## src/sec_pkg.sv

```systemverilog
`timescale 1ns / 1ps

package sec_pkg;

   // Longest keypad entry, in decimal digits (1 to 4).
   localparam int MAX_DIGITS = 4;

   localparam int VALUE_W = 14;
   localparam int STEP_W  = 10;
   localparam int KEY_W   = 5;
   localparam int STAT_W  = 3;
   localparam int DAC_W   = 12;
   localparam int LEFT_W  = 3;

   // Event status codes.
   localparam logic [STAT_W-1:0] ST_NONE   = 3'd0;
   localparam logic [STAT_W-1:0] ST_DIGIT  = 3'd1;
   localparam logic [STAT_W-1:0] ST_ACCEPT = 3'd2;
   localparam logic [STAT_W-1:0] ST_ABORT  = 3'd3;
   localparam logic [STAT_W-1:0] ST_UPPER  = 3'd4;
   localparam logic [STAT_W-1:0] ST_LOWER  = 3'd5;

   // Function keys.
   localparam logic [KEY_W-1:0] KEY_SEL_CH1_VOLT = 5'd1;
   localparam logic [KEY_W-1:0] KEY_SEL_CH1_AMP  = 5'd5;
   localparam logic [KEY_W-1:0] KEY_SEL_CH2_VOLT = 5'd9;
   localparam logic [KEY_W-1:0] KEY_SEL_CH2_AMP  = 5'd13;
   localparam logic [KEY_W-1:0] KEY_OUTPUT       = 5'd16;

   // Register indexes on the configuration port.
   localparam logic [2:0] REG_VOLT_UPPER = 3'd0;
   localparam logic [2:0] REG_VOLT_LOWER = 3'd1;
   localparam logic [2:0] REG_VOLT_STEP  = 3'd2;
   localparam logic [2:0] REG_AMP_UPPER  = 3'd3;
   localparam logic [2:0] REG_AMP_LOWER  = 3'd4;
   localparam logic [2:0] REG_AMP_STEP   = 3'd5;

   localparam logic [VALUE_W-1:0] VOLT_UPPER_RESET = 14'd200;
   localparam logic [VALUE_W-1:0] VOLT_LOWER_RESET = 14'd5;
   localparam logic [STEP_W-1:0]  VOLT_STEP_RESET  = 10'd1;
   localparam logic [VALUE_W-1:0] AMP_UPPER_RESET  = 14'd3000;
   localparam logic [VALUE_W-1:0] AMP_LOWER_RESET  = 14'd0;
   localparam logic [STEP_W-1:0]  AMP_STEP_RESET   = 10'd10;

   localparam logic [VALUE_W-1:0] VOLT_SETPOINT_RESET = 14'd5;
   localparam logic [VALUE_W-1:0] AMP_SETPOINT_RESET  = 14'd10;

   // DAC code is floor(v * 2814 / 200) + 21, saturated at 4095. Codes from
   // v = 290 upward saturate, so only 9 bits of v reach the multiplier, and
   // floor(v * 14.07) is exact there as (v * ceil(14.07 * 2^16)) >> 16.
   localparam int DAC_SAT_FROM = 290;
   localparam int DAC_V_W      = 9;
   localparam int DAC_FRAC     = 16;
   localparam int DAC_MULT     = 922092;
   localparam int DAC_MULT_W   = 20;
   localparam int DAC_PROD_W   = DAC_V_W + DAC_MULT_W;
   localparam int DAC_OFFSET   = 21;
   localparam logic [DAC_W-1:0] DAC_MAX = 12'd4095;

   typedef struct packed {
      logic [VALUE_W-1:0] volt_upper;
      logic [VALUE_W-1:0] volt_lower;
      logic [STEP_W-1:0]  volt_step;
      logic [VALUE_W-1:0] amp_upper;
      logic [VALUE_W-1:0] amp_lower;
      logic [STEP_W-1:0]  amp_step;
   } cfg_type;

   typedef struct packed {
      logic [3:0][VALUE_W-1:0] setpoints;
      logic [1:0]              selection;
      logic                    enable_flag;
      logic                    entering;
      logic [VALUE_W-1:0]      partial_number;
      logic [LEFT_W-1:0]       digits_left;
   } state_type;

   typedef struct packed {
      logic             func;
      logic             enc_up;
      logic [KEY_W-1:0] key_code;
   } item_type;

   // Result fields apart from the DAC code, which is added one stage later.
   typedef struct packed {
      logic [1:0]              selected_index;
      logic [3:0][VALUE_W-1:0] setpoints;
      logic                    entry_active;
      logic [VALUE_W-1:0]      entry_number;
      logic [STAT_W-1:0]       event_status;
      logic                    output_on;
   } view_type;

   typedef struct packed {
      logic       hit;
      logic [3:0] value;
   } digit_type;

   function automatic digit_type key_digit(logic [KEY_W-1:0] key);
      digit_type d;
      d.hit = 1'b1;
      case (key)
         5'd2:    d.value = 4'd7;
         5'd3:    d.value = 4'd8;
         5'd4:    d.value = 4'd9;
         5'd6:    d.value = 4'd4;
         5'd7:    d.value = 4'd5;
         5'd8:    d.value = 4'd6;
         5'd10:   d.value = 4'd1;
         5'd11:   d.value = 4'd2;
         5'd12:   d.value = 4'd3;
         5'd15:   d.value = 4'd0;
         default: begin
            d.hit   = 1'b0;
            d.value = 4'd0;
         end
      endcase
      return d;
   endfunction

   // Decimal digit count of the upper limit, at least one, at most MAX_DIGITS.
   function automatic logic [LEFT_W-1:0] entry_len(logic [VALUE_W-1:0] upper);
      logic [LEFT_W-1:0] n;
      n = LEFT_W'(1);
      for (int i = 1; i < MAX_DIGITS; i++) begin
         if (upper >= VALUE_W'(10 ** i)) begin
            n = n + LEFT_W'(1);
         end
      end
      return n;
   endfunction

endpackage

```

## src/sec_csr.sv

```systemverilog
`timescale 1ns / 1ps

module sec_csr (
   input  logic               clock,
   input  logic               reset,
   input  logic               csr_psel,
   input  logic               csr_penable,
   input  logic               csr_pwrite,
   input  logic [4:0]         csr_paddr,
   input  logic [31:0]        csr_pwdata,
   output logic [31:0]        csr_prdata,
   output logic               csr_pready,
   output sec_pkg::cfg_type   cfg
);

   sec_pkg::cfg_type cfg_ff;
   sec_pkg::cfg_type cfg_in;
   logic [2:0]       index;
   logic             write_en;

   assign csr_pready = 1'b1;
   assign index      = csr_paddr[4:2];
   assign write_en   = csr_psel && csr_penable && csr_pwrite && csr_pready;
   assign cfg        = cfg_ff;

   always_comb begin
      cfg_in = cfg_ff;
      if (write_en) begin
         case (index)
            sec_pkg::REG_VOLT_UPPER: cfg_in.volt_upper = csr_pwdata[13:0];
            sec_pkg::REG_VOLT_LOWER: cfg_in.volt_lower = csr_pwdata[13:0];
            sec_pkg::REG_VOLT_STEP:  cfg_in.volt_step  = csr_pwdata[9:0];
            sec_pkg::REG_AMP_UPPER:  cfg_in.amp_upper  = csr_pwdata[13:0];
            sec_pkg::REG_AMP_LOWER:  cfg_in.amp_lower  = csr_pwdata[13:0];
            sec_pkg::REG_AMP_STEP:   cfg_in.amp_step   = csr_pwdata[9:0];
            default: ;
         endcase
      end
   end

   always_comb begin
      case (index)
         sec_pkg::REG_VOLT_UPPER: csr_prdata = {18'd0, cfg_ff.volt_upper};
         sec_pkg::REG_VOLT_LOWER: csr_prdata = {18'd0, cfg_ff.volt_lower};
         sec_pkg::REG_VOLT_STEP:  csr_prdata = {22'd0, cfg_ff.volt_step};
         sec_pkg::REG_AMP_UPPER:  csr_prdata = {18'd0, cfg_ff.amp_upper};
         sec_pkg::REG_AMP_LOWER:  csr_prdata = {18'd0, cfg_ff.amp_lower};
         sec_pkg::REG_AMP_STEP:   csr_prdata = {22'd0, cfg_ff.amp_step};
         default:                 csr_prdata = 32'd0;
      endcase
   end

   always_ff @(posedge clock) begin
      if (reset) begin
         cfg_ff.volt_upper <= sec_pkg::VOLT_UPPER_RESET;
         cfg_ff.volt_lower <= sec_pkg::VOLT_LOWER_RESET;
         cfg_ff.volt_step  <= sec_pkg::VOLT_STEP_RESET;
         cfg_ff.amp_upper  <= sec_pkg::AMP_UPPER_RESET;
         cfg_ff.amp_lower  <= sec_pkg::AMP_LOWER_RESET;
         cfg_ff.amp_step   <= sec_pkg::AMP_STEP_RESET;
      end else begin
         cfg_ff <= cfg_in;
      end
   end

endmodule

```

## src/sec_step.sv

```systemverilog
`timescale 1ns / 1ps

module sec_step (
   input  sec_pkg::cfg_type   cfg,
   input  sec_pkg::state_type state,
   input  sec_pkg::item_type  item,
   output sec_pkg::state_type state_next,
   output sec_pkg::view_type  view
);

   always_comb begin
      sec_pkg::state_type                 nxt;
      sec_pkg::digit_type                 dg;
      logic                               is_digit;
      logic [1:0]                         sel;
      logic [sec_pkg::VALUE_W-1:0]        upper;
      logic [sec_pkg::VALUE_W-1:0]        lower;
      logic [sec_pkg::STEP_W-1:0]         step;
      logic [sec_pkg::VALUE_W+3:0]        acc_wide;
      logic [sec_pkg::VALUE_W-1:0]        cand;
      logic [sec_pkg::LEFT_W-1:0]         left_next;
      logic [sec_pkg::STAT_W-1:0]         fin_status;
      logic signed [sec_pkg::VALUE_W+1:0] enc_v;
      logic [sec_pkg::STAT_W-1:0]         status;
      logic [sec_pkg::VALUE_W-1:0]        shown;

      nxt      = state;
      dg       = sec_pkg::key_digit(item.key_code);
      is_digit = item.func && dg.hit;
      sel      = state.selection;
      upper    = sel[0] ? cfg.amp_upper : cfg.volt_upper;
      lower    = sel[0] ? cfg.amp_lower : cfg.volt_lower;
      step     = sel[0] ? cfg.amp_step  : cfg.volt_step;
      status   = sec_pkg::ST_NONE;
      shown    = '0;

      // A digit either extends the running entry or opens a new one.
      acc_wide = {4'd0, state.partial_number} * 18'd10 + {14'd0, dg.value};
      cand     = state.entering ? acc_wide[sec_pkg::VALUE_W-1:0]
                                : {10'd0, dg.value};
      if (state.entering) begin
         left_next = (state.digits_left != '0) ? state.digits_left - 3'd1 : '0;
      end else begin
         left_next = sec_pkg::entry_len(upper) - 3'd1;
      end

      // Below lower wins when both limits are violated.
      if (cand < lower) begin
         fin_status = sec_pkg::ST_LOWER;
      end else if (cand > upper) begin
         fin_status = sec_pkg::ST_UPPER;
      end else begin
         fin_status = sec_pkg::ST_ACCEPT;
      end

      // Lower clamp is applied last, so it wins over an inverted upper.
      enc_v = item.enc_up
            ? $signed({2'b00, state.setpoints[sel]}) + $signed({6'd0, step})
            : $signed({2'b00, state.setpoints[sel]}) - $signed({6'd0, step});
      if (enc_v > $signed({2'b00, upper})) begin
         enc_v = $signed({2'b00, upper});
      end
      if (enc_v < $signed({2'b00, lower})) begin
         enc_v = $signed({2'b00, lower});
      end

      if (state.entering && !is_digit) begin
         shown              = state.partial_number;
         status             = sec_pkg::ST_ABORT;
         nxt.entering       = 1'b0;
         nxt.digits_left    = '0;
         nxt.partial_number = '0;
      end else if (is_digit) begin
         shown = cand;
         if (left_next == '0) begin
            status = fin_status;
            if (fin_status == sec_pkg::ST_ACCEPT) begin
               nxt.setpoints[sel] = cand;
            end
            nxt.entering       = 1'b0;
            nxt.digits_left    = '0;
            nxt.partial_number = '0;
         end else begin
            status             = sec_pkg::ST_DIGIT;
            nxt.entering       = 1'b1;
            nxt.digits_left    = left_next;
            nxt.partial_number = cand;
         end
      end else if (!item.func) begin
         nxt.setpoints[sel] = enc_v[sec_pkg::VALUE_W-1:0];
      end else begin
         case (item.key_code)
            sec_pkg::KEY_SEL_CH1_VOLT: nxt.selection   = 2'd0;
            sec_pkg::KEY_SEL_CH1_AMP:  nxt.selection   = 2'd1;
            sec_pkg::KEY_SEL_CH2_VOLT: nxt.selection   = 2'd2;
            sec_pkg::KEY_SEL_CH2_AMP:  nxt.selection   = 2'd3;
            sec_pkg::KEY_OUTPUT:       nxt.enable_flag = !state.enable_flag;
            default: ;
         endcase
      end

      state_next          = nxt;
      view.selected_index = nxt.selection;
      view.setpoints      = nxt.setpoints;
      view.entry_active   = nxt.entering;
      view.entry_number   = shown;
      view.event_status   = status;
      view.output_on      = nxt.enable_flag;
   end

endmodule

```

## src/setpoint_entry_controller.sv

```systemverilog
`timescale 1ns / 1ps

// Front-panel setpoint controller for a two-channel supply.
// Input items arrive on the req_ stream: tuser is the event kind (0 encoder
// detent, 1 key press), tdata carries the encoder direction and key number.
// Every item yields exactly one result item on the rsp_ stream with the
// selection, the four setpoints, the entry progress, the event status, the
// output enable and the channel-2 DAC code.
// Limits and step sizes are written through the csr_ APB port (byte address
// 4*i for register i); write them only while no item is in flight.
// The datapath is three registers deep: input register, state update into a
// middle register, DAC code into the result register. One item is taken
// every cycle while the result register is free or drained.
// The state update is a single pass of the step logic, so an item sees the
// state left by the previously accepted item.
// While a result waits with rsp_tready low the whole pipe holds and req_tready
// drops in the same cycle. Reset restores the limits, setpoints 5, 10, 5, 10,
// selection 0, output off, no entry in progress and an empty pipe.

module setpoint_entry_controller (
   input  logic        clock,
   input  logic        reset,
   input  logic        req_tvalid,
   output logic        req_tready,
   input  logic [7:0]  req_tdata,   // enc_up, key_code[4:0], zero fill
   input  logic        req_tuser,   // func
   output logic        rsp_tvalid,
   input  logic        rsp_tready,
   // selected_index[1:0], ch1_volt, ch1_amp, ch2_volt, ch2_amp, entry_active,
   // entry_number, event_status[2:0], output_on, dac_code[11:0], zero fill
   output logic [95:0] rsp_tdata,
   input  logic        csr_psel,
   input  logic        csr_penable,
   input  logic        csr_pwrite,
   input  logic [4:0]  csr_paddr,
   input  logic [31:0] csr_pwdata,
   output logic [31:0] csr_prdata,
   output logic        csr_pready
);

   sec_pkg::cfg_type   cfg;
   sec_pkg::state_type state_ff;
   sec_pkg::state_type state_in;
   sec_pkg::item_type  item_ff;
   sec_pkg::view_type  view_in;
   sec_pkg::view_type  mid_view_ff;
   sec_pkg::view_type  rsp_view_ff;
   logic                        in_valid_ff;
   logic                        mid_valid_ff;
   logic                        rsp_valid_ff;
   logic                        advance;
   logic                        update;
   logic [sec_pkg::DAC_W-1:0]   dac_in;
   logic [sec_pkg::DAC_W-1:0]   rsp_dac_ff;
   logic [sec_pkg::VALUE_W-1:0] ch2_volt;
   logic [sec_pkg::DAC_PROD_W-1:0] dac_prod;

   sec_csr u_csr (
      .clock       (clock),
      .reset       (reset),
      .csr_psel    (csr_psel),
      .csr_penable (csr_penable),
      .csr_pwrite  (csr_pwrite),
      .csr_paddr   (csr_paddr),
      .csr_pwdata  (csr_pwdata),
      .csr_prdata  (csr_prdata),
      .csr_pready  (csr_pready),
      .cfg         (cfg)
   );

   sec_step u_step (
      .cfg        (cfg),
      .state      (state_ff),
      .item       (item_ff),
      .state_next (state_in),
      .view       (view_in)
   );

   // The pipe moves as one whenever the result register is free or drained.
   assign advance    = !rsp_valid_ff || rsp_tready;
   assign update     = advance && in_valid_ff;
   assign req_tready = advance;
   assign rsp_tvalid = rsp_valid_ff;

   assign ch2_volt = mid_view_ff.setpoints[2];
   assign dac_prod = sec_pkg::DAC_PROD_W'(ch2_volt[sec_pkg::DAC_V_W-1:0])
                   * sec_pkg::DAC_PROD_W'(sec_pkg::DAC_MULT);

   always_comb begin
      if (!mid_view_ff.output_on) begin
         dac_in = '0;
      end else if (ch2_volt >= sec_pkg::VALUE_W'(sec_pkg::DAC_SAT_FROM)) begin
         dac_in = sec_pkg::DAC_MAX;
      end else begin
         dac_in = dac_prod[sec_pkg::DAC_FRAC +: sec_pkg::DAC_W]
                + sec_pkg::DAC_W'(sec_pkg::DAC_OFFSET);
      end
   end

   assign rsp_tdata = {7'd0,
                       rsp_dac_ff,
                       rsp_view_ff.output_on,
                       rsp_view_ff.event_status,
                       rsp_view_ff.entry_number,
                       rsp_view_ff.entry_active,
                       rsp_view_ff.setpoints[3],
                       rsp_view_ff.setpoints[2],
                       rsp_view_ff.setpoints[1],
                       rsp_view_ff.setpoints[0],
                       rsp_view_ff.selected_index};

   always_ff @(posedge clock) begin
      if (reset) begin
         in_valid_ff  <= 1'b0;
         mid_valid_ff <= 1'b0;
         rsp_valid_ff <= 1'b0;
      end else if (advance) begin
         in_valid_ff  <= req_tvalid;
         mid_valid_ff <= in_valid_ff;
         rsp_valid_ff <= mid_valid_ff;
      end
   end

   always_ff @(posedge clock) begin
      if (reset) begin
         state_ff.setpoints[0]   <= sec_pkg::VOLT_SETPOINT_RESET;
         state_ff.setpoints[1]   <= sec_pkg::AMP_SETPOINT_RESET;
         state_ff.setpoints[2]   <= sec_pkg::VOLT_SETPOINT_RESET;
         state_ff.setpoints[3]   <= sec_pkg::AMP_SETPOINT_RESET;
         state_ff.selection      <= 2'd0;
         state_ff.enable_flag    <= 1'b0;
         state_ff.entering       <= 1'b0;
         state_ff.partial_number <= '0;
         state_ff.digits_left    <= '0;
      end else if (update) begin
         state_ff <= state_in;
      end
   end

   always_ff @(posedge clock) begin
      if (advance && req_tvalid) begin
         item_ff.func     <= req_tuser;
         item_ff.enc_up   <= req_tdata[0];
         item_ff.key_code <= req_tdata[5:1];
      end
      if (update) begin
         mid_view_ff <= view_in;
      end
      if (advance && mid_valid_ff) begin
         rsp_view_ff <= mid_view_ff;
         rsp_dac_ff  <= dac_in;
      end
   end

   // An open entry always waits for at least one more digit.
   a_entry_has_digits: assert property (@(posedge clock) disable iff (reset)
      state_ff.entering |-> state_ff.digits_left != '0)
      else $error("entry open with no digits left");

   // The partial number is cleared whenever no entry is open.
   a_idle_partial_clear: assert property (@(posedge clock) disable iff (reset)
      !state_ff.entering |-> state_ff.partial_number == '0)
      else $error("partial number kept outside an entry");

   // Only an item passing the step logic changes the panel state.
   a_state_holds: assert property (@(posedge clock) disable iff (reset)
      !update |=> $stable(state_ff))
      else $error("state changed without an item");

   // A digit-taken status leaves the entry open; closing statuses do not.
   a_status_vs_entry: assert property (@(posedge clock) disable iff (reset)
      rsp_valid_ff |-> ((rsp_view_ff.event_status == sec_pkg::ST_DIGIT)
                        == rsp_view_ff.entry_active))
      else $error("event status disagrees with entry state");

   // The DAC stays at zero while the output is off.
   a_dac_off: assert property (@(posedge clock) disable iff (reset)
      (rsp_valid_ff && !rsp_view_ff.output_on) |-> rsp_dac_ff == '0)
      else $error("DAC code nonzero with output off");

endmodule
```

## config.mk

```make
export PLATFORM = sky130hd
export DESIGN_NAME = setpoint_entry_controller
export DESIGN_NICKNAME = d
export VERILOG_FILES = /design/src/sec_pkg.sv /design/src/sec_csr.sv /design/src/sec_step.sv /design/src/setpoint_entry_controller.sv
export SDC_FILE = /design/constraint.sdc
export NUM_CORES = 1
export LEC_CHECK = 0
export BUFFER_PORTS_ARGS = -buffer_cell sky130_fd_sc_hd__buf_4
export CORE_MARGIN = 3
export CORE_UTILIZATION = 58
export CTS_BUF_LIST = sky130_fd_sc_hd__clkbuf_8 sky130_fd_sc_hd__clkbuf_16
export DETAILED_ROUTE_END_ITERATION = 6
export PLACE_DENSITY = 0.78
export RECOVER_POWER = 100
export SYNTH_ARGS = -nofsm -noshare
export SYNTH_HDL_FRONTEND = slang
export SYNTH_SLANG_ARGS = --single-unit
```

## constraint.sdc

```tcl
create_clock -name clock -period 10.4 [get_ports clock]
set_clock_uncertainty 0.1 [all_clocks]
set_input_delay 3.12 -clock clock [delete_from_list [all_inputs] [get_ports clock]]
set_output_delay 3.12 -clock clock [all_outputs]
set_load 0.005 [all_outputs]
```

# After elaboration in Yosys (flattened, before gate mapping)
# Index checks and enable logic that the tools add are counted.
[classes] n_addsub=8 multipliers=2 n_lt_le_gt_ge=10 n_eq_ne=21 n_mux=43 bitwise=2 n_reduce_logical=25
[op_table] op="$mux 56" n=4
[op_table] op="$bwmux 56" n=2
[op_table] op="$mux 14" n=8
[op_table] op="$pmux 14 s6" n=1
[op_table] op="$mux 59" n=1
[op_table] op="$mux 18" n=3
[op_table] op="$pmux 4 s9" n=1
[op_table] op="$eq 5x4->1 const B" n=7
[op_table] op="$mux 3" n=11
[op_table] op="$mux 16" n=2
[op_table] op="$bmux 14 s2" n=1
[op_table] op="$demux 14 s2" n=1
[op_table] op="$mul 9x18->26 const B" n=1
[op_table] op="$eq 5x3->1 const B" n=4
[op_table] op="$gt 16x15->1" n=1
[op_table] op="$lt 16x15->1" n=1
[op_table] op="$add 14x10->15" n=1
[op_table] op="$sub 14x10->15" n=1
[op_table] op="$add 14x4->14" n=1
[op_table] op="$ge 14x10->1 const B" n=1
[op_table] op="$ge 14x4->1 const B" n=1
[op_table] op="$ge 14x7->1 const B" n=1
[op_table] op="$ge 14x9->1 const B" n=1
[op_table] op="$gt 14x14->1" n=1
[op_table] op="other kinds (28)" n=54
[totals] register_bits=329 output_inout_bits=131 word_cells=152

# Logic depth before layout (Yosys ltp)
# Gate-level depths: netlist of run 1.
[logic_depth] ltp_word=16 ltp_mapped=37 mapped_depth_nobuf=30

# By module
# From an unflattened synthesis of run 1, not the netlist that was laid out.
[unflattened] cells_unflattened=2279 hier_area_um2=21468.1
[modules_own_cells] mod="setpoint_entry_controller" instances=1 cells_per_inst=856 area_per_inst_um2=10866.7
[modules_own_cells] mod="sec_step" instances=1 cells_per_inst=974 area_per_inst_um2=6849.1
[modules_own_cells] mod="sec_csr" instances=1 cells_per_inst=449 area_per_inst_um2=3752.3

# Worst setup path before layout of run 1
# No wires, ideal clock.
[synth_path] path_type="reg2reg" from="reg state_ff[19] in the netlist's numbering" to="reg state_ff[35] in the netlist's numbering" arrival_ns=8.179 slack_ns=1.853 stages_incl_launch_ff=37 path_buffers=9 period_less_slack_ns=8.547 cell_sequence="dfxtp_1 > buf_6 > buf_4 > buf_1 > clkbuf_1 > buf_1 > mux4_2 > ha_1 > clkbuf_1 > or3_1 > o211ai_1 > a41oi_1 > a22oi_1 > xor2_1 > inv_1 > ha_1 > and3_1 > a221o_1 > a21oi_1 > a21oi_1 > o21ai_2 > buf_4 > mux2i_1 > inv_1 > ha_1 > a21o_1 > a21o_1 > a21o_1 > a21o_1 > a21o_1 > nor3_1 > a31o_1 > buf_6 > buf_12 > mux2i_4 > a2bb2oi_1 > a31oi_1"
[synth_via] elab_chain_len=16
[synth_lines] item="start, declared" line_no="setpoint_entry_controller.sv:42" text="sec_pkg::state_type state_ff;"
[synth_lines] item="start signal, assigned" line_no="setpoint_entry_controller.sv:136" text="state_ff <= state_in;"
[synth_lines] item="parallel branches: the longest is 14 deep, another holds $gt 16x15->1"
[synth_lines] item="$mux 56 *" line_no="sec_step.sv:73" text="end else if (is_digit) begin"
[synth_lines] item="$mux 59 *" line_no="sec_step.sv:67" text="if (state.entering && !is_digit) begin"
# Every way passes the cells marked *. The select of a mux whose other input is x is not followed.
# A chain may end at the register's enable or synchronous reset.

# Final worst setup path of run 1
[layout_path] from="reg state_ff[19] in the netlist's numbering" to="reg state_ff[27] in the netlist's numbering"
# The elaborated chain is that of the path after synthesis.

==> run_results.csv, run 1 <==
group,metric,value,unit
power,peakVddDrop,0.1248,mV
clocking,cts_root_buf,"clkbuf_16",
logic_synthesis,synth_edf_count,173,
placed_design,finalWeightedCongestion,0.9624,
logic_synthesis,synth_fa_ha_area_frac,0.1452,
logic_synthesis,synthArstFlopShare,0,
timing,tightest_slew,4.026,ns
logic_synthesis,yosys.area_share.simple,0.1331,
routing,vias,16400,
routing,drt_pass1_iterations,6,
logic_synthesis,synth.cell_area,20460,um2
setup_path,arrival,9.38,ns
clocking,clkTransAtPathRegs,0.06,ns
routing,routed_wl,54080,um
global_routing,grt-ovfl-total,0,
global_routing,grt_antenna_before_repair,0,
logic_synthesis,synth_compound_area_frac,0.1514,
clocking,htreeDepth,2,
timing,min_period,9.103,ns
routing,wl_per_cell,20.59,um
die,die-area,37560,um2
global_routing,grt_use_total,0.2789,
die,die_height,193.8,um
run_status,violations,"max-capacitance violations, max-slew violations",
logic_synthesis,synth_xor_area_frac,0.02269,
timing,rsz0062_at_grt,"no",
logic_synthesis,synthCells,2047,
timing,fin_setup_tns,0,ns
placed_design,dpl-instance-area,21790,um2
setup_path,reg2reg_slack,1.30,ns
hold_path,min_from,"mid_view_ff[22]",
final_layout,fill_cells,2713,
clocking,clock_latency,0.53,ns
global_routing,grt_pass1_vias,15840,
hold_path,hold-path-cell-count,0,
run_status,status,"finished, violations left",
clocking,holdBufCountCts,0,
clocking,cts_tree,"built",
final_layout,fin_area,22650,um2
logic_synthesis,synth_top_family_by_area,"compound AO/OA/AOI/OAI gates",
logic_synthesis,yosysWarnings,0,
setup_path,r2r-end,"state_ff[27]",
hold_path,hold_path_class,"flip-flop to flip-flop",
final_layout,postLayoutCoreUtil,0.6541,
timing,slew_viol_final,311,
die,io_pins,184,
flow_run,drv_cap,5,
die,initial_core_util,0.5908,
logic_synthesis,synth_flop_cell,"edfxtp_1",
final_layout,syn_to_final_growth,10.71,%
clocking,cts_resized,0,
logic_synthesis,synth_mux_area_frac,0.07975,
hold_path,hold_end,"rsp_tdata[5]",
routing,drt_iter0_drc,1761,
clocking,postCtsSetupBuffers,0,
timing,hold_viol_final,0,
final_layout,final_nets,2415,
placed_design,dp_hpwl,39070,um
clocking,numCtsBuffers,34,
logic_synthesis,seq_area_frac_synth,0.4066,
die,row_count,68,
clocking,clockBufferDepth,3,
final_layout,drive_above_1_share,0.1211,
setup_path,reg2reg_depth,27,
setup_path,r2r_start,"state_ff[19]",
global_routing,grt_max_degree,113,
clocking,clock-sinks,329,
routing,ant_nets,0,
routing,drc,0,
routing,viasPerCell,6.247,
power,p_per_area,177.9,nW/um2
logic_synthesis,synth_seq_cells,329,
timing,setup_viol,0,
timing,fin_crit_sh,0.8753,
logic_synthesis,syn_area_per_cell,9.994,um2
power,p_leak,9.496,nW
setup_path,crit_path_end_kind,"flip-flop",
setup_path,crit_path_max_fanout,38,
placed_design,io_buffers,135,
logic_synthesis,synth_cell_type_count,88,
setup_path,crit_type,"flip-flop to flip-flop",
global_routing,grt_first_pass_wirelength,85420,um
final_layout,diodes,0,
setup_path,crit_required,10.68,ns
die,coreArea,34630,um2
setup_path,start_kind,"flip-flop",
timing,fmax,109.9,MHz
die,die_width,193.8,um
timing,relSlewSlack,-1.684,
==> power by group <==
group / switching [mW] / internal (mW)
registers: 0.0401 / 1.43
logic: 0.815 / 0.546
clock network: 0.509 / 0.690
==> metal layers <==
metal / track usage / part of all wire
met1: 0.3827 / 0.42
met2: 0.4523 / 0.46
met3: 0.04118 / 0.080
met4: 0.1064 / 0.039
met5: 0 / 0
==> final cells by class <==
class                      count  area [um2]  share of cell area
multi-input combinational   1450       10890              0.4806
sequential                   329        8322              0.3674
clock buffer                  36       878.3             0.03878
clock inverter                23       210.2            0.009281
timing repair buffer         167        1156             0.05104
tap                          455       569.3             0.02514
inverter                     166       628.1             0.02773
==> worst max-delay path, stage by stage (launching register included) <==
cell,delay (ns)
dfxtp_4,0.67
buf_4,0.57
mux2_1,0.48
ha_1,0.42
or3_1,0.39
o211ai_1,0.26
a41oi_1,0.23
a22oi_1,0.22
xor2_1,0.26
inv_1,0.08
ha_1,0.29
and3_1,0.20
a221o_1,0.32
a21oi_1,0.19
a21oi_1,0.21
o21ai_2,0.30
clkbuf_1,0.60
mux2i_1,0.37
inv_1,0.08
ha_1,0.31
nand4_1,0.17
a211o_1,0.31
or3_1,0.31
a31o_1,0.20
buf_4,0.21
mux2i_1,0.57
a22oi_1,0.25
a311oi_1,0.34
==> stage by stage <==
stage	instances	total power, mW	setup WS [ns]	hold WS [ns]
after global placement	2567	2.878	1.964	0.3030
after detailed placement	2567	2.929	1.788	0.3045
after global routing	2626	4.248	0.7964	0.3206
after floorplan	2071	2.616	1.853	0.3003
after CTS	2626	4.137	1.713	0.3172
final	2626	4.029	1.297	0.3140
==> kinds of logic after synthesis <==
logic type | after synthesis
flops | 329
simple gates | 583
compound gates | 449
fa+ha+maj | 214
mux | 125
buf+inv | 292
xor+xnor | 53
other cells | 2
==> cell usage after synthesis (13+ instances only) <==
| cell type | instances | area share |
|---|---|---|
| nand4_1 | 16 | 0.0049 |
| xnor2_1 | 30 | 0.013 |
| edfxtp_1 | 173 | 0.25 |
| o21ai_0 | 57 | 0.014 |
| a311oi_1 | 25 | 0.011 |
| a211oi_1 | 19 | 0.0070 |
| inv_1 | 164 | 0.030 |
| fa_1 | 39 | 0.038 |
| nor2b_1 | 14 | 0.0043 |
| nand2_1 | 241 | 0.044 |
| dfxtp_1 | 156 | 0.15 |
| clkbuf_1 | 77 | 0.014 |
| a21o_1 | 35 | 0.013 |
| a22oi_1 | 58 | 0.021 |
| nand3_1 | 39 | 0.0095 |
| xor2_1 | 23 | 0.0098 |
| nor2_1 | 150 | 0.028 |
| a21oi_1 | 102 | 0.025 |
| nand3b_1 | 17 | 0.0062 |
| mux2i_1 | 67 | 0.033 |
| or3_1 | 16 | 0.0049 |
| buf_4 | 29 | 0.011 |
| nor3_1 | 24 | 0.0059 |
| ha_1 | 175 | 0.11 |
| mux2_2 | 30 | 0.017 |
| a31oi_1 | 20 | 0.0061 |
| mux4_2 | 18 | 0.020 |
| nand2b_1 | 13 | 0.0040 |
==> cells in the final DEF, fill, tap and decap left out, types with 13 or more instances in the layout <==
master     instances
nand2_1          241
ha_1             175
edfxtp_1         173
inv_1            169
dfxtp_1          155
nor2_1           150
a21oi_1          103
clkbuf_4          96
mux2i_1           76
o21ai_0           60
a22oi_1           58
buf_4             45
nand3_1           39
fa_1              39
a21o_1            35
clkbuf_16         34
xnor2_1           30
mux2_2            27
conb_1            26
clkbuf_1          26
a311oi_1          25
nor3_1            23
xor2_1            23
a211oi_1          20
a31oi_1           20
mux4_2            18
nand3b_1          17
nand4_1           16
or3_1             16
nor2b_1           14
nand2b_1          13
==> flip-flops by register name, summed over array words and instances, names as in the netlist <==
name and cells:
ch2_volt 14, mid_valid_ff 1, rsp_dac_ff 12, state_ff 77
mid_view_ff 63, rsp_tvalid 1, in_valid_ff 1, rsp_tdata 77
u_csr.cfg 76, item_ff 7
==> how the worst max path moves through the flow <==
stage / startpoint / end / slack [ns] / depth (start not counted)
finish: state_ff[19] / state_ff[27] / 1.30 / 27
global route: state_ff[19] / state_ff[27] / 0.80 / 29
CTS: state_ff[19] / mid_view_ff[65] / 1.71 / 29
detailed placement: state_ff[19] / state_ff[66] / 1.79 / 29
global placement: state_ff[19] / mid_view_ff[65] / 1.96 / 29
floorplan: state_ff[19] / state_ff[35] / 1.85 / 36
Power figures use the tool's default switching activity.
==> run 2: changes to the inputs <==
ABC_AREA = 1   (was unset)
CAP_MARGIN = 20   (was unset)
==> run 2 against run 1 <==
The flow finishes with violations (design-rule violations, max-capacitance violations, max-slew violations). Critical path depth shrank 16. Cell count grew 28%. Register-to-register slack better by 0.30 ns. Sequential power about the same. Synthesized cell count grew 35%. Maximum frequency decreased by 0.96%. Clock-buffer cell count rose by 6. Total power grew 6.8%. Critical endpoint is now state_ff[18].
==> run_results.csv, run 2 <==
group,metric,value,unit
run_status,status,"finished, violations left",
run_status,violations,"design-rule violations, max-capacitance violations, max-slew violations",
logic_synthesis,synth_top_cell_area_share,0.2421,
global_routing,grt_antenna_before_repair,0,
power,p_leak,11.05,nW
global_routing,grt-ovfl-total,0,
clocking,clock-sinks,329,
logic_synthesis,synthTopCellsByCount,"565 x nand2_1, 393 x inv_1, 262 x a21oi_1",
setup_path,arrival,9.54,ns
timing,fin_crit_sh,0.8838,
setup_path,crit_type,"input port to flip-flop",
setup_path,crit_path_end_kind,"flip-flop",
timing,tightest_slew,4.518,ns
routing,routed_wl,65880,um
routing,vias,19960,
logic_synthesis,yosysWarnings,0,
power,peakVddDrop,0.1161,mV
global_routing,grt_max_degree,81,
hold_path,hold-path-cell-count,0,
final_layout,area.sequential,8318,um2
clocking,clkTransAtPathRegs,0.06,ns
logic_synthesis,synth.area.top_cells,"edfxtp_1 24%, dfxtp_1 15%, ha_1 10%",
setup_path,start_kind,"input port",
setup_path,slowest_stage,"clkinvlp_2",
global_routing,grt_first_pass_wirelength,101800,um
setup_path,reg2reg_depth,43,
global_routing,grt_use_total,0.3311,
timing,hold_viol_final,0,
placed_design,dp_hpwl,47380,um
final_layout,diodes,0,
timing,min_period,9.191,ns
clocking,clock_latency,0.56,ns
setup_path,cp.depth,11,
placed_design,finalWeightedCongestion,1.018,
logic_synthesis,synth_cell_type_count,56,
clocking,cts_resized,0,
die,initial_core_util,0.5961,
final_layout,syn_to_final_growth,11.44,%
logic_synthesis,synth_edf_count,173,
hold_path,hold_path_class,"flip-flop to flip-flop",
logic_synthesis,syn_area_per_cell,7.762,um2
clocking,cts_root_buf,"clkbuf_16",
timing,relSlewSlack,-2.012,
setup_path,worst_path_largest_cell_delay,2.79,ns
final_layout,final_cell_mix,"575 x nand2_1, 398 x inv_1, 262 x a21oi_1",
routing,ant_nets,0,
setup_path,crit_path_max_fanout,78,
final_layout,final_nets,3131,
die,die_height,198.4,um
routing,drc,12,
clocking,numCtsBuffers,36,
timing,fin_setup_tns,0,ns
timing,rsz0062_at_grt,"no",
final_layout,drive_above_1_share,0.08402,
placed_design,io_buffers,135,
final_layout,multi_input_area,11030,um2
setup_path,path_cells,"clkbuf_4, nor2_1, inv_1, nand2_2, clkbuf_1, clkinvlp_2, buf_4, nor2_1, nor2_1, o21ai_0, inv_1",
logic_synthesis,synth_top_cell_by_area,"edfxtp_1",
clocking,cts_tree,"built",
clocking,postCtsSetupBuffers,0,
timing,slew_viol_final,442,
die,coreArea,36000,um2
routing,drt_pass1_iterations,7,
die,die-area,39340,um2
timing,timing.hold.ws,0.3054,ns
routing,drt_iter0_drc,2186,
clocking,htreeDepth,2,
setup_path,path_delay_family,"buffers and inverters",
setup_path,crit_buf_inv,6,
logic_synthesis,synth_seq_cells,329,
setup_path,cpMostUsedCell,"nor2_1",
final_layout,mostFrequentLayoutCell,"nand2_1",
flow_run,drv_cap,11,
logic_synthesis,seq_area_frac_synth,0.3876,
logic_synthesis,synth.most_common_cell,"nand2_1",
timing,fmax,108.8,MHz
final_layout,fill_cells,3035,
logic_synthesis,synthCells,2765,
logic_synthesis,synth_flop_cell,"edfxtp_1",
timing,setup_viol,0,
logic_synthesis,synthArstFlopShare,0,
die,row_count,69,
routing,viasPerCell,5.951,
setup_path,crit_required,10.74,ns
global_routing,grt_pass1_vias,19040,
die,die_width,198.4,um
die,io_pins,184,
clocking,holdBufCountCts,0,
logic_synthesis,synth.cell_area,21460,um2
routing,wl_per_cell,19.65,um
clocking,clockBufferDepth,3,
power,p_per_area,180.0,nW/um2
-- run 2: changes by cell type after synthesis, moves of 33 or more --
cell     before  now
nand3_1      39  188
a22oi_1      58   19
o21ai_0      57  168
nor2_1      150  240
inv_1       164  393
nand2_1     241  565
a21oi_1     102  262
a21o_1       35    2
mux2i_1      67    1
-- run 2: per-layer routing --
layer | share of wire | global-route usage | vias to the layer above
met1 | 0.38 | 0.4125 | 9224
li1 | - | - | 9302
met5 | 0 | 0 | -
met3 | 0.10 | 0.06721 | 263
met2 | 0.45 | 0.5350 | 1166
met4 | 0.064 | 0.1953 | 0
-- run 2: cell families (layout without fill, tap and decap cells) --
| kind of cell | Yosys count | count (layout) | share of synthesized area |
|---|---|---|---|
| simple gates | 1073 | 1073 | 0.2080 |
| compound gates | 568 | 568 | 0.1472 |
| buf+inv | 538 | 641 | 0.1016 |
| flops | 329 | 329 | 0.3876 |
| fa+ha+maj | 214 | 214 | 0.1384 |
| xor+xnor | 39 | 39 | 0.01592 |
| other cells | 2 | 26 | 0.0003499 |
| mux | 2 | 2 | 0.0009911 |
-- run 2: cell type report --
class                           instances  area share
Sequential cell                       329      0.3478
Inverter                              408     0.06409
Tap cell                              461     0.02412
Clock buffer                           42     0.04253
Multi-Input combinational cell       1922      0.4610
Clock inverter                         24     0.01004
Timing Repair Buffer                  167     0.05043
-- run 2: path summary, 6_finish.rpt --
path | start | to | slack (ns)
hold / removal | mid_view_ff[22] | rsp_tdata[5] | 0.31
setup reg to reg | state_ff[19] | state_ff[49] | 1.60
setup / recovery | rsp_tready | state_ff[18] | 1.21
hold reg to reg | mid_view_ff[22] | rsp_tdata[5] | 0.31
-- run 2: per-stage QoR --
step | cell area, um2 | cells | setup slack [ns] | util | total power [mW]
6_report | 23920 | 3353 | 1.209 | 0.6643 | 4.304
5_1_grt | 23920 | 3353 | 1.002 | 0.6643 | 4.552
4_1_cts | 24040 | 3353 | 2.378 | 0.6679 | 4.292
3_5_place_dp | 22790 | 3287 | 2.379 | 0.6330 | 2.934
3_3_place_gp | 22750 | 3285 | 2.414 | 0.6320 | 2.868
2_1_floorplan | 21550 | 2789 | 2.864 | - | 2.570
-- run 2: power by group --
part | leakage [nW] | total (mW) | switching (mW) | internal, mW
clock network | 0.624 | 1.36 | 0.552 | 0.804
logic | 7.52 | 1.47 | 0.982 | 0.489
registers | 2.90 | 1.48 | 0.0390 | 1.44
